<file path="src/hw/rtl/bble_pkg.sv">
// Shared types and constants for the byte-budgeted LRU evictor.
package bble_pkg;

    localparam int SLOTS_DEFAULT = 16;

    localparam int SLOT_W       = 4;
    localparam int DIM_W        = 14;
    localparam int BPP_W        = 6;
    localparam int STAMP_W      = 48;
    localparam int BYTES_W      = 31;
    localparam int TOTAL_W      = 36;
    localparam int COUNT_W      = 5;
    // Wide enough for any raw slot byte sum and for the budget.
    localparam int TOTAL_CMP_W  = 37;

    localparam int IN_TDATA_W   = 88;
    localparam int OUT_TDATA_W  = 48;

    localparam logic [TOTAL_W-1:0] MAX_BYTES_RESET = 36'd1073741824;

    // Request kinds and result kinds.
    localparam logic KIND_LOAD    = 1'b0;
    localparam logic KIND_PEEK    = 1'b1;
    localparam logic RESULT_EVICT = 1'b0;
    localparam logic RESULT_STAT  = 1'b1;

    typedef enum logic [2:0] {
        ST_IDLE,
        ST_DECIDE,
        ST_MUL,
        ST_WRITE,
        ST_CHECK,
        ST_SCAN,
        ST_EVICT,
        ST_STATUS
    } bble_state_t;

endpackage

</file>
<file path="src/hw/rtl/byte_budget_lru_evictor.sv">
// Top level of the byte-budgeted LRU evictor: slot memories, scan engine and stream ports.
//
// The block keeps a table of SLOTS cache slots. A load request (tuser 0) on a
// slot that already holds data only refreshes its last-use stamp; otherwise the
// slot gets width*height*depth/8 bytes, is marked complete and stamped, and then
// the least recently used slots with nonzero bytes are unloaded one at a time
// until the raw byte total no longer exceeds the budget written on the cfg
// channel. Each unload gives one result beat (tuser 0), and every request ends
// with one status beat (tuser 1, tlast 1) that carries the requested slot, the
// was-loaded flag, the saturated byte total and the count of complete slots.
// A peek (tuser 1 on input) refreshes the stamp of a loaded slot and only gives
// the status beat. Slot numbers at or above SLOTS are ignored apart from their
// status beat. The block takes one request at a time. A peek or a hit passes
// through the decide and status states; a load passes through the decide,
// multiply, write and check states before the status state. Every unload
// adds a scan that reads one entry per cycle from the single read port of
// the stamp and byte memories and then finishes its last compare, followed
// by the eviction step and another budget check. The next request can be
// accepted in the cycle after its status beat is loaded into the output
// register, and results only wait on m_axis_tready while the output
// register is still full. Stamps and byte sizes live in two synchronous
// memories; loaded, complete and nonzero-byte flags are flip-flops cleared
// by reset, so no memory clearing pass is needed. The budget register can
// be written at any time and resets to 1 GiB.
module byte_budget_lru_evictor #(
    parameter int SLOTS = bble_pkg::SLOTS_DEFAULT
) (
    input  logic                                clk,
    input  logic                                rst_n,
    // Request stream.
    input  logic                                s_axis_tvalid,
    output logic                                s_axis_tready,
    // tdata: slot[3:0], image_width[17:4], image_height[31:18],
    //        bits_per_pixel[37:32], now_ms[85:38], zero[87:86]
    input  logic [bble_pkg::IN_TDATA_W-1:0]     s_axis_tdata,
    // tuser: kind[0]
    input  logic                                s_axis_tuser,
    // Result stream.
    output logic                                m_axis_tvalid,
    input  logic                                m_axis_tready,
    // tdata: result_slot[3:0], was_loaded[4], total_bytes[40:5],
    //        complete_count[45:41], zero[47:46]
    output logic [bble_pkg::OUT_TDATA_W-1:0]    m_axis_tdata,
    // tuser: result_kind[0]
    output logic                                m_axis_tuser,
    output logic                                m_axis_tlast,
    // Budget register write channel.
    input  logic                                cfg_valid,
    output logic                                cfg_ready,
    input  logic [bble_pkg::TOTAL_W-1:0]        cfg_data
);
    import bble_pkg::*;

    localparam int IDX_W = $clog2(SLOTS);
    localparam int CNT_W = $clog2(SLOTS + 1);
    localparam int RAW_W = BYTES_W + IDX_W;

    // ------------------------------------------------------------------
    // Registers
    // ------------------------------------------------------------------
    bble_state_t state_reg, state_next;

    logic [TOTAL_W-1:0]  max_reg;

    logic                kind_reg;
    logic [SLOT_W-1:0]   slot_reg;
    logic [DIM_W-1:0]    width_reg;
    logic [DIM_W-1:0]    height_reg;
    logic [BPP_W-1:0]    bpp_reg;
    logic [STAMP_W-1:0]  now_reg;
    logic                wl_reg, wl_next;

    logic [2*DIM_W-1:0]       prod_a_reg;
    logic [2*DIM_W+BPP_W-1:0] prod_b_reg;

    logic [SLOTS-1:0]    has_data_reg, has_data_next;
    logic [SLOTS-1:0]    complete_reg, complete_next;
    logic [SLOTS-1:0]    nz_reg, nz_next;
    logic [RAW_W-1:0]    total_reg, total_next;
    logic [CNT_W-1:0]    cnt_reg, cnt_next;

    logic [CNT_W-1:0]    scan_cnt_reg, scan_cnt_next;
    logic                cmp_vld_reg, cmp_vld_next;
    logic [IDX_W-1:0]    cmp_idx_reg, cmp_idx_next;
    logic                best_vld_reg, best_vld_next;
    logic [IDX_W-1:0]    best_idx_reg, best_idx_next;
    logic [STAMP_W-1:0]  best_stamp_reg, best_stamp_next;
    logic [BYTES_W-1:0]  best_bytes_reg, best_bytes_next;

    logic                m_valid_reg;
    logic [OUT_TDATA_W-1:0] m_data_reg;
    logic                m_user_reg;
    logic                m_last_reg;

    // ------------------------------------------------------------------
    // Slot memories: one write port, one registered read port each.
    // ------------------------------------------------------------------
    logic [STAMP_W-1:0]  stamp_mem [SLOTS];
    logic [BYTES_W-1:0]  bytes_mem [SLOTS];
    logic [STAMP_W-1:0]  stamp_rd_reg;
    logic [BYTES_W-1:0]  bytes_rd_reg;

    logic                we_stamp;
    logic                we_bytes;
    logic [IDX_W-1:0]    wr_addr;
    logic [IDX_W-1:0]    rd_addr;
    logic [BYTES_W-1:0]  new_bytes;

    // ------------------------------------------------------------------
    // Helpers
    // ------------------------------------------------------------------
    logic                s_accept;
    logic                can_emit;
    logic                slot_in_range;
    logic [IDX_W-1:0]    slot_idx;
    logic                scan_issue;
    logic                over_budget;
    logic [RAW_W-1:0]    total_evicted;
    logic [RAW_W-1:0]    total_sel;
    logic [CNT_W-1:0]    cnt_sel;
    logic [TOTAL_CMP_W-1:0] total_wide;
    logic [TOTAL_W-1:0]  total_sat;

    logic                emit;
    logic                emit_kind;
    logic [SLOT_W-1:0]   emit_slot;
    logic                emit_last;

    assign s_accept      = s_axis_tvalid && s_axis_tready;
    assign s_axis_tready = (state_reg == ST_IDLE);
    assign cfg_ready     = 1'b1;
    assign can_emit      = !m_valid_reg || m_axis_tready;

    assign slot_in_range = ({3'b000, slot_reg} < 7'(SLOTS));
    assign slot_idx      = IDX_W'(slot_reg);
    assign scan_issue    = (scan_cnt_reg < CNT_W'(SLOTS));
    assign rd_addr       = scan_issue ? scan_cnt_reg[IDX_W-1:0] : '0;
    assign new_bytes     = prod_b_reg[2*DIM_W+BPP_W-1:3];
    assign over_budget   = (TOTAL_CMP_W'(total_reg) > TOTAL_CMP_W'(max_reg));
    assign total_evicted = total_reg - RAW_W'(best_bytes_reg);

    // Status and eviction beats report the totals after their own action.
    assign total_sel  = (state_reg == ST_EVICT) ? total_evicted : total_reg;
    assign cnt_sel    = (state_reg == ST_EVICT) ? (cnt_reg - CNT_W'(1)) : cnt_reg;
    assign total_wide = TOTAL_CMP_W'(total_sel);
    assign total_sat  = (total_wide > TOTAL_CMP_W'({TOTAL_W{1'b1}})) ?
                        {TOTAL_W{1'b1}} : total_wide[TOTAL_W-1:0];

    // ------------------------------------------------------------------
    // Next state
    // ------------------------------------------------------------------
    always_comb
    begin
        state_next = state_reg;
        case (state_reg)
            ST_IDLE:
            begin
                if (s_accept)
                begin
                    state_next = ST_DECIDE;
                end
            end
            ST_DECIDE:
            begin
                if (!slot_in_range || kind_reg == KIND_PEEK || has_data_reg[slot_idx])
                begin
                    state_next = ST_STATUS;
                end
                else
                begin
                    state_next = ST_MUL;
                end
            end
            ST_MUL:
            begin
                state_next = ST_WRITE;
            end
            ST_WRITE:
            begin
                state_next = ST_CHECK;
            end
            ST_CHECK:
            begin
                if (over_budget && (nz_reg != '0))
                begin
                    state_next = ST_SCAN;
                end
                else
                begin
                    state_next = ST_STATUS;
                end
            end
            ST_SCAN:
            begin
                if (!scan_issue && !cmp_vld_reg)
                begin
                    state_next = ST_EVICT;
                end
            end
            ST_EVICT:
            begin
                if (can_emit)
                begin
                    state_next = ST_CHECK;
                end
            end
            ST_STATUS:
            begin
                if (can_emit)
                begin
                    state_next = ST_IDLE;
                end
            end
            default:
            begin
                state_next = ST_IDLE;
            end
        endcase
    end

    // ------------------------------------------------------------------
    // Datapath and outputs per state
    // ------------------------------------------------------------------
    always_comb
    begin
        we_stamp        = 1'b0;
        we_bytes        = 1'b0;
        wr_addr         = slot_idx;
        wl_next         = wl_reg;
        has_data_next   = has_data_reg;
        complete_next   = complete_reg;
        nz_next         = nz_reg;
        total_next      = total_reg;
        cnt_next        = cnt_reg;
        scan_cnt_next   = scan_cnt_reg;
        cmp_vld_next    = 1'b0;
        cmp_idx_next    = cmp_idx_reg;
        best_vld_next   = best_vld_reg;
        best_idx_next   = best_idx_reg;
        best_stamp_next = best_stamp_reg;
        best_bytes_next = best_bytes_reg;
        emit            = 1'b0;
        emit_kind       = RESULT_STAT;
        emit_slot       = slot_reg;
        emit_last       = 1'b1;

        case (state_reg)
            ST_DECIDE:
            begin
                if (slot_in_range)
                begin
                    wl_next = has_data_reg[slot_idx];
                    // A peek or a hit on a loaded slot only refreshes its stamp.
                    we_stamp = has_data_reg[slot_idx];
                end
                else
                begin
                    wl_next = 1'b0;
                end
            end
            ST_WRITE:
            begin
                we_stamp = 1'b1;
                we_bytes = 1'b1;
                // A failed load has a zero dimension, so its product is zero too.
                has_data_next[slot_idx] = (width_reg != '0) && (height_reg != '0);
                nz_next[slot_idx]       = (new_bytes != '0);
                complete_next[slot_idx] = 1'b1;
                if (!complete_reg[slot_idx])
                begin
                    cnt_next = cnt_reg + CNT_W'(1);
                end
                // The slot held no data, so its old byte count was zero.
                total_next = total_reg + RAW_W'(new_bytes);
            end
            ST_CHECK:
            begin
                scan_cnt_next = '0;
                best_vld_next = 1'b0;
            end
            ST_SCAN:
            begin
                if (scan_issue)
                begin
                    scan_cnt_next = scan_cnt_reg + CNT_W'(1);
                    cmp_vld_next  = 1'b1;
                    cmp_idx_next  = rd_addr;
                end
                // Ascending scan with a strict compare keeps the lowest slot on ties.
                if (cmp_vld_reg && nz_reg[cmp_idx_reg] &&
                    (!best_vld_reg || stamp_rd_reg < best_stamp_reg))
                begin
                    best_vld_next   = 1'b1;
                    best_idx_next   = cmp_idx_reg;
                    best_stamp_next = stamp_rd_reg;
                    best_bytes_next = bytes_rd_reg;
                end
            end
            ST_EVICT:
            begin
                emit_kind = RESULT_EVICT;
                emit_slot = SLOT_W'(best_idx_reg);
                emit_last = 1'b0;
                if (can_emit)
                begin
                    emit = 1'b1;
                    has_data_next[best_idx_reg] = 1'b0;
                    complete_next[best_idx_reg] = 1'b0;
                    nz_next[best_idx_reg]       = 1'b0;
                    total_next = total_evicted;
                    cnt_next   = cnt_reg - CNT_W'(1);
                end
            end
            ST_STATUS:
            begin
                emit = can_emit;
            end
            default:
            begin
            end
        endcase
    end

    // ------------------------------------------------------------------
    // Control registers
    // ------------------------------------------------------------------
    always_ff @(posedge clk or negedge rst_n)
    begin
        if (!rst_n)
        begin
            state_reg    <= ST_IDLE;
            max_reg      <= MAX_BYTES_RESET;
            has_data_reg <= '0;
            complete_reg <= '0;
            nz_reg       <= '0;
            total_reg    <= '0;
            cnt_reg      <= '0;
            scan_cnt_reg <= '0;
            cmp_vld_reg  <= 1'b0;
            best_vld_reg <= 1'b0;
            m_valid_reg  <= 1'b0;
        end
        else
        begin
            state_reg    <= state_next;
            has_data_reg <= has_data_next;
            complete_reg <= complete_next;
            nz_reg       <= nz_next;
            total_reg    <= total_next;
            cnt_reg      <= cnt_next;
            scan_cnt_reg <= scan_cnt_next;
            cmp_vld_reg  <= cmp_vld_next;
            best_vld_reg <= best_vld_next;
            if (cfg_valid && cfg_ready)
            begin
                max_reg <= cfg_data;
            end
            if (emit)
            begin
                m_valid_reg <= 1'b1;
            end
            else if (m_axis_tready)
            begin
                m_valid_reg <= 1'b0;
            end
        end
    end

    // ------------------------------------------------------------------
    // Payload registers
    // ------------------------------------------------------------------
    always_ff @(posedge clk)
    begin
        if (s_accept)
        begin
            kind_reg   <= s_axis_tuser;
            slot_reg   <= s_axis_tdata[3:0];
            width_reg  <= s_axis_tdata[17:4];
            height_reg <= s_axis_tdata[31:18];
            bpp_reg    <= s_axis_tdata[37:32];
            now_reg    <= s_axis_tdata[85:38];
        end
        wl_reg          <= wl_next;
        prod_a_reg      <= width_reg * height_reg;
        prod_b_reg      <= prod_a_reg * bpp_reg;
        cmp_idx_reg     <= cmp_idx_next;
        best_idx_reg    <= best_idx_next;
        best_stamp_reg  <= best_stamp_next;
        best_bytes_reg  <= best_bytes_next;
        if (emit)
        begin
            m_data_reg <= {2'b00, COUNT_W'(cnt_sel), total_sat, wl_reg, emit_slot};
            m_user_reg <= emit_kind;
            m_last_reg <= emit_last;
        end
    end

    // Writes and scan reads never share a cycle: the sequencer finishes every
    // write before the scan starts, so no forwarding is needed.
    always_ff @(posedge clk)
    begin
        if (we_stamp)
        begin
            stamp_mem[wr_addr] <= now_reg;
        end
        if (we_bytes)
        begin
            bytes_mem[wr_addr] <= new_bytes;
        end
        stamp_rd_reg <= stamp_mem[rd_addr];
        bytes_rd_reg <= bytes_mem[rd_addr];
    end

    assign m_axis_tvalid = m_valid_reg;
    assign m_axis_tdata  = m_data_reg;
    assign m_axis_tuser  = m_user_reg;
    assign m_axis_tlast  = m_last_reg;

    // ------------------------------------------------------------------
    // Assertions
    // ------------------------------------------------------------------
    a_count_matches_flags: assert property (@(posedge clk) disable iff (!rst_n)
        32'(cnt_reg) == $countones(complete_reg))
        else $error("complete count disagrees with complete flags");

    a_nonzero_is_loaded: assert property (@(posedge clk) disable iff (!rst_n)
        (nz_reg & ~(has_data_reg & complete_reg)) == '0)
        else $error("slot with bytes is not loaded and complete");

    a_empty_total_zero: assert property (@(posedge clk) disable iff (!rst_n)
        (nz_reg == '0) |-> (total_reg == '0))
        else $error("byte total nonzero with no slot holding bytes");

    a_evict_has_victim: assert property (@(posedge clk) disable iff (!rst_n)
        (state_reg == ST_EVICT) |-> (best_vld_reg && nz_reg[best_idx_reg]))
        else $error("eviction without a valid victim");

    a_accept_starts_request: assert property (@(posedge clk) disable iff (!rst_n)
        s_accept |=> (state_reg == ST_DECIDE))
        else $error("accepted request did not start processing");

endmodule
</file>
<file path="config.mk">
export PLATFORM = sky130hd
export DESIGN_NAME = byte_budget_lru_evictor
export DESIGN_NICKNAME = d
export VERILOG_FILES = /design/src/hw/rtl/bble_pkg.sv /design/src/hw/rtl/byte_budget_lru_evictor.sv
export SDC_FILE = /design/constraint.sdc
export NUM_CORES = 2
export LEC_CHECK = 0
export BUFFER_PORTS_ARGS = -buffer_cell sky130_fd_sc_hd__buf_4
export CORE_MARGIN = 4
export CORE_UTILIZATION = 30
export DETAILED_ROUTE_END_ITERATION = 8
export MAX_ROUTING_LAYER = met4
export SETUP_SLACK_MARGIN = 0.2
export SYNTH_ARGS = -nofsm -noshare
export SYNTH_HDL_FRONTEND = slang
export SYNTH_SLANG_ARGS = --single-unit
export TNS_END_PERCENT = 5
</file>
<file path="constraint.sdc">
create_clock -name clk -period 7 [get_ports clk]
set_clock_uncertainty 0.2 [all_clocks]
set_input_delay 1.75 -clock clk [delete_from_list [all_inputs] [get_ports clk]]
set_output_delay 1.75 -clock clk [all_outputs]
set_load 0.02 [all_outputs]
</file>
==> run summary <==
status = finished, final reports clean
first-pass GRT wire length = 330 mm
Adder-Cell Fraction of Synth Area = 0.103
RePlAce Congestion = 0.864
initial antenna violation count = 14
chip height = 532 um
Final HPWL DP = 129 mm
row cnt = 191
Syn Area/Cell = 13.2 sq um
Slew HR = 0.162
wire per inst = 21.9 um
worst skew pair latency = 850 ps
clock root buffer = clkbuf_16
Setup WS post-layout = 511 ps
peak supply drop = 547 uV
sequential area share after synthesis = 0.617
complex-gate fraction of the synthesized area = 0.105
max FFs per register = 768
worst-path fanout max = 15
Hold Vio Cnt, Final = 0
worst reg2reg startpoint = width_reg[5]$_DFFE_PP_
Worst R2R Path Depth = 21
leading area contributor after synthesis = edfxtp_1
asr flop ratio synth = 0.0768
Multi-input gate area = 29100 sq um
overall routing resource usage = 0.155
nets = 7010
cells after synthesis = 6212
hold_buf cts = 0
share of layout cells above drive strength 1 = 0.137
Hold Slack = 185 ps
post-layout util = 0.348
post-route setup TNS = 0 ps
grt total ovfl = 0
Fillers = 25.9k
starting density of the core = 0.303
Ports = 183
top-count cell post-synth = edfxtp_1
H-Tree Depth = 4
PD cells = 497 nW/um^2
largest family of logic cells by synthesized area = compound AO/OA/AOI/OAI gates
Leak Pwr = 34.2 nW
post-synth cell types = 68
Post-Place Worst Slack = 403 ps
DR vias = 51.1k
TritonCTS clock tree = done
FF/Latch Area = 50700 sq um
number of synthesized flops with an enable pin = 1485
Regs by FF count = stamp_mem: 768 flops, bytes_mem: 496 flops
post-layout min period = 6490 ps
buffer depth of the longest clock path = 4
RR Endpoint = prod_a_reg[26]$_DFF_P_
Top FF cell, synth = edfxtp_1
register clock-pin slew on the reported worst setup and hold paths = 60 ps
IO buf count = 176
Num CTS Buffers = 195
largest net degree at the start of global routing = 190
Post-Syn Area = 82200 sq um
FMAX = 0.154 GHz
Most flops, register = stamp_mem
crit path from = width_reg[5]$_DFFE_PP_
Max Slew Vio Count = 0
post-synth top area share = 0.542
Crit. End Element = register
CP startpoint kind = register
Setup Crit Path Kind = reg2reg
Syn. warnings = 0
Core Region = 272000 sq um
Post-DRT Antenna Nets = 0
P&R area growth vs syn = 14.9%
r2r setup slk = 510 ps
DR DRC count = 0
post-DR vias/cell = 5.07
RSZ-0062 raised after global routing = no
clock sinks = 1758
Area contributors post-synth = edfxtp_1 (54%), fa_1 (6.0%), ha_1 (4.2%), dfrtp_1 (4.1%), dfxtp_1 (3.4%)
Post-Synth XOR/XNOR Area = 0.0122
Commonest cells post-synth = edfxtp_1 (1485), nand2_1 (553), o21ai_0 (489)
crit path capture = prod_a_reg[26]$_DFF_P_
Die ar. = 283000 sq um
DRT iter0 DRCs = 4686
#FFs+latches synth = 1758
HP Class = reg2reg
period utilization = 0.927
die width = 532 um
final setup violation count = 0
proportion of synthesized area in mux cells = 0.0658
Arr. time, crit path = 6990 ps
final WL = 221 mm
worst-margin pin slew = 1250 ps
TritonRoute pass-1 iters = 6
worst path required time = 7500 ps
Max-Cap Viols = 0
Post-Synth Simple-Gate Area = 0.0638
number of global-route vias before repair = 51.5k
[power by group]
group          internal (mW)  total (mW)  switching, mW
sequential              13.4        14.9           1.49
combinational           8.43        21.7           13.2
clock                   6.08        10.3           4.21
[layout make-up]
type,count,area share
antenna,7,0.000185
clock inverter,95,0.0104
inverter,388,0.0155
sequential,1758,0.537
multi-input combinational,3729,0.308
tap,3570,0.0473
clock buffer,261,0.0575
timing repair buffer,281,0.0241
[cells by family after synthesis]
group,count (synthesis)
flops,1758
compound gates,1441
simple gates,1150
buf+inv,727
fa+ha+maj,527
mux,492
xor+xnor,115
other cells,2
[how the worst min path moves through the flow]
stage	from	end	slack, ps	cells past startpoint
6_report	bytes_rd_reg[9]$_DFF_P_	best_bytes_reg[9]$_DFFE_PP_	190	0
2_1_floorplan	bytes_rd_reg[0]$_DFF_P_	best_bytes_reg[0]$_DFFE_PP_	190	0
5_1_grt	bytes_rd_reg[5]$_DFF_P_	best_bytes_reg[5]$_DFFE_PP_	200	0
3_5_place_dp	bytes_rd_reg[12]$_DFF_P_	best_bytes_reg[12]$_DFFE_PP_	190	0
3_3_place_gp	bytes_rd_reg[12]$_DFF_P_	best_bytes_reg[12]$_DFFE_PP_	190	0
4_1_cts	bytes_rd_reg[9]$_DFF_P_	best_bytes_reg[9]$_DFFE_PP_	180	0
[routing by layer]
metal,part of all wire,vias to the layer above,global-route usage
met4,0.021,0,0.0361
met1,0.45,26000,0.214
met3,0.062,340,0.0209
met2,0.47,1676,0.243
li1,-,23200,-
met5,0,-,-
[critical path: stages, from the launching register on]
cell	delay [ps]
edfxtp_1	800
nand2_1	160
fa_1	410
fa_1	520
inv_1	60
fa_1	550
fa_1	450
fa_1	550
inv_1	50
fa_1	520
inv_1	40
ha_1	350
nand2_1	70
o21ai_0	250
a31oi_2	110
o31ai_1	300
a21oi_1	160
o21ai_0	330
nor3_1	110
o21bai_1	150
a21oi_1	90
xnor2_1	130
[through the flow]
stage / cell area (sq um) / total power [mW] / cells
after detailed placement: 88000 / 36.6 / 9720
after global routing: 94500 / 50.1 / 10100
final: 94500 / 46.9 / 10100
after global placement: 88000 / 36.2 / 9720
after floorplan: 82200 / 29.6 / 6214
after CTS: 94400 / 47.1 / 10100
[cells in the final DEF, fill, tap and decap left out, drive strengths merged, types with 17 or more instances in the layout]
| cell type | count |
|---|---|
| mux2 | 239 |
| clkbuf | 261 |
| a21o | 83 |
| nand4 | 38 |
| fa | 248 |
| a22oi | 82 |
| nor2 | 166 |
| buf | 281 |
| and2 | 127 |
| a211oi | 21 |
| nor3 | 26 |
| edfxtp | 1485 |
| o221ai | 81 |
| nand2 | 553 |
| xnor2 | 74 |
| bufinv | 17 |
| nor2b | 26 |
| a31oi | 36 |
| a221oi | 82 |
| nor4 | 20 |
| a21oi | 468 |
| nand2b | 32 |
| xor2 | 41 |
| inv | 400 |
| o21ai | 495 |
| dfrtp | 134 |
| dfxtp | 138 |
| o21a | 22 |
| clkinv | 64 |
| nand3 | 123 |
| ha | 279 |
| mux2i | 238 |
[what timing repair did]
item | 4_1_cts | 5_1_grt
endpoints found under the setup margin | 0 | 2
buffers inserted | 0 | 6
resized for setup | 0 | 1
(Power assumes the default switching activity.)
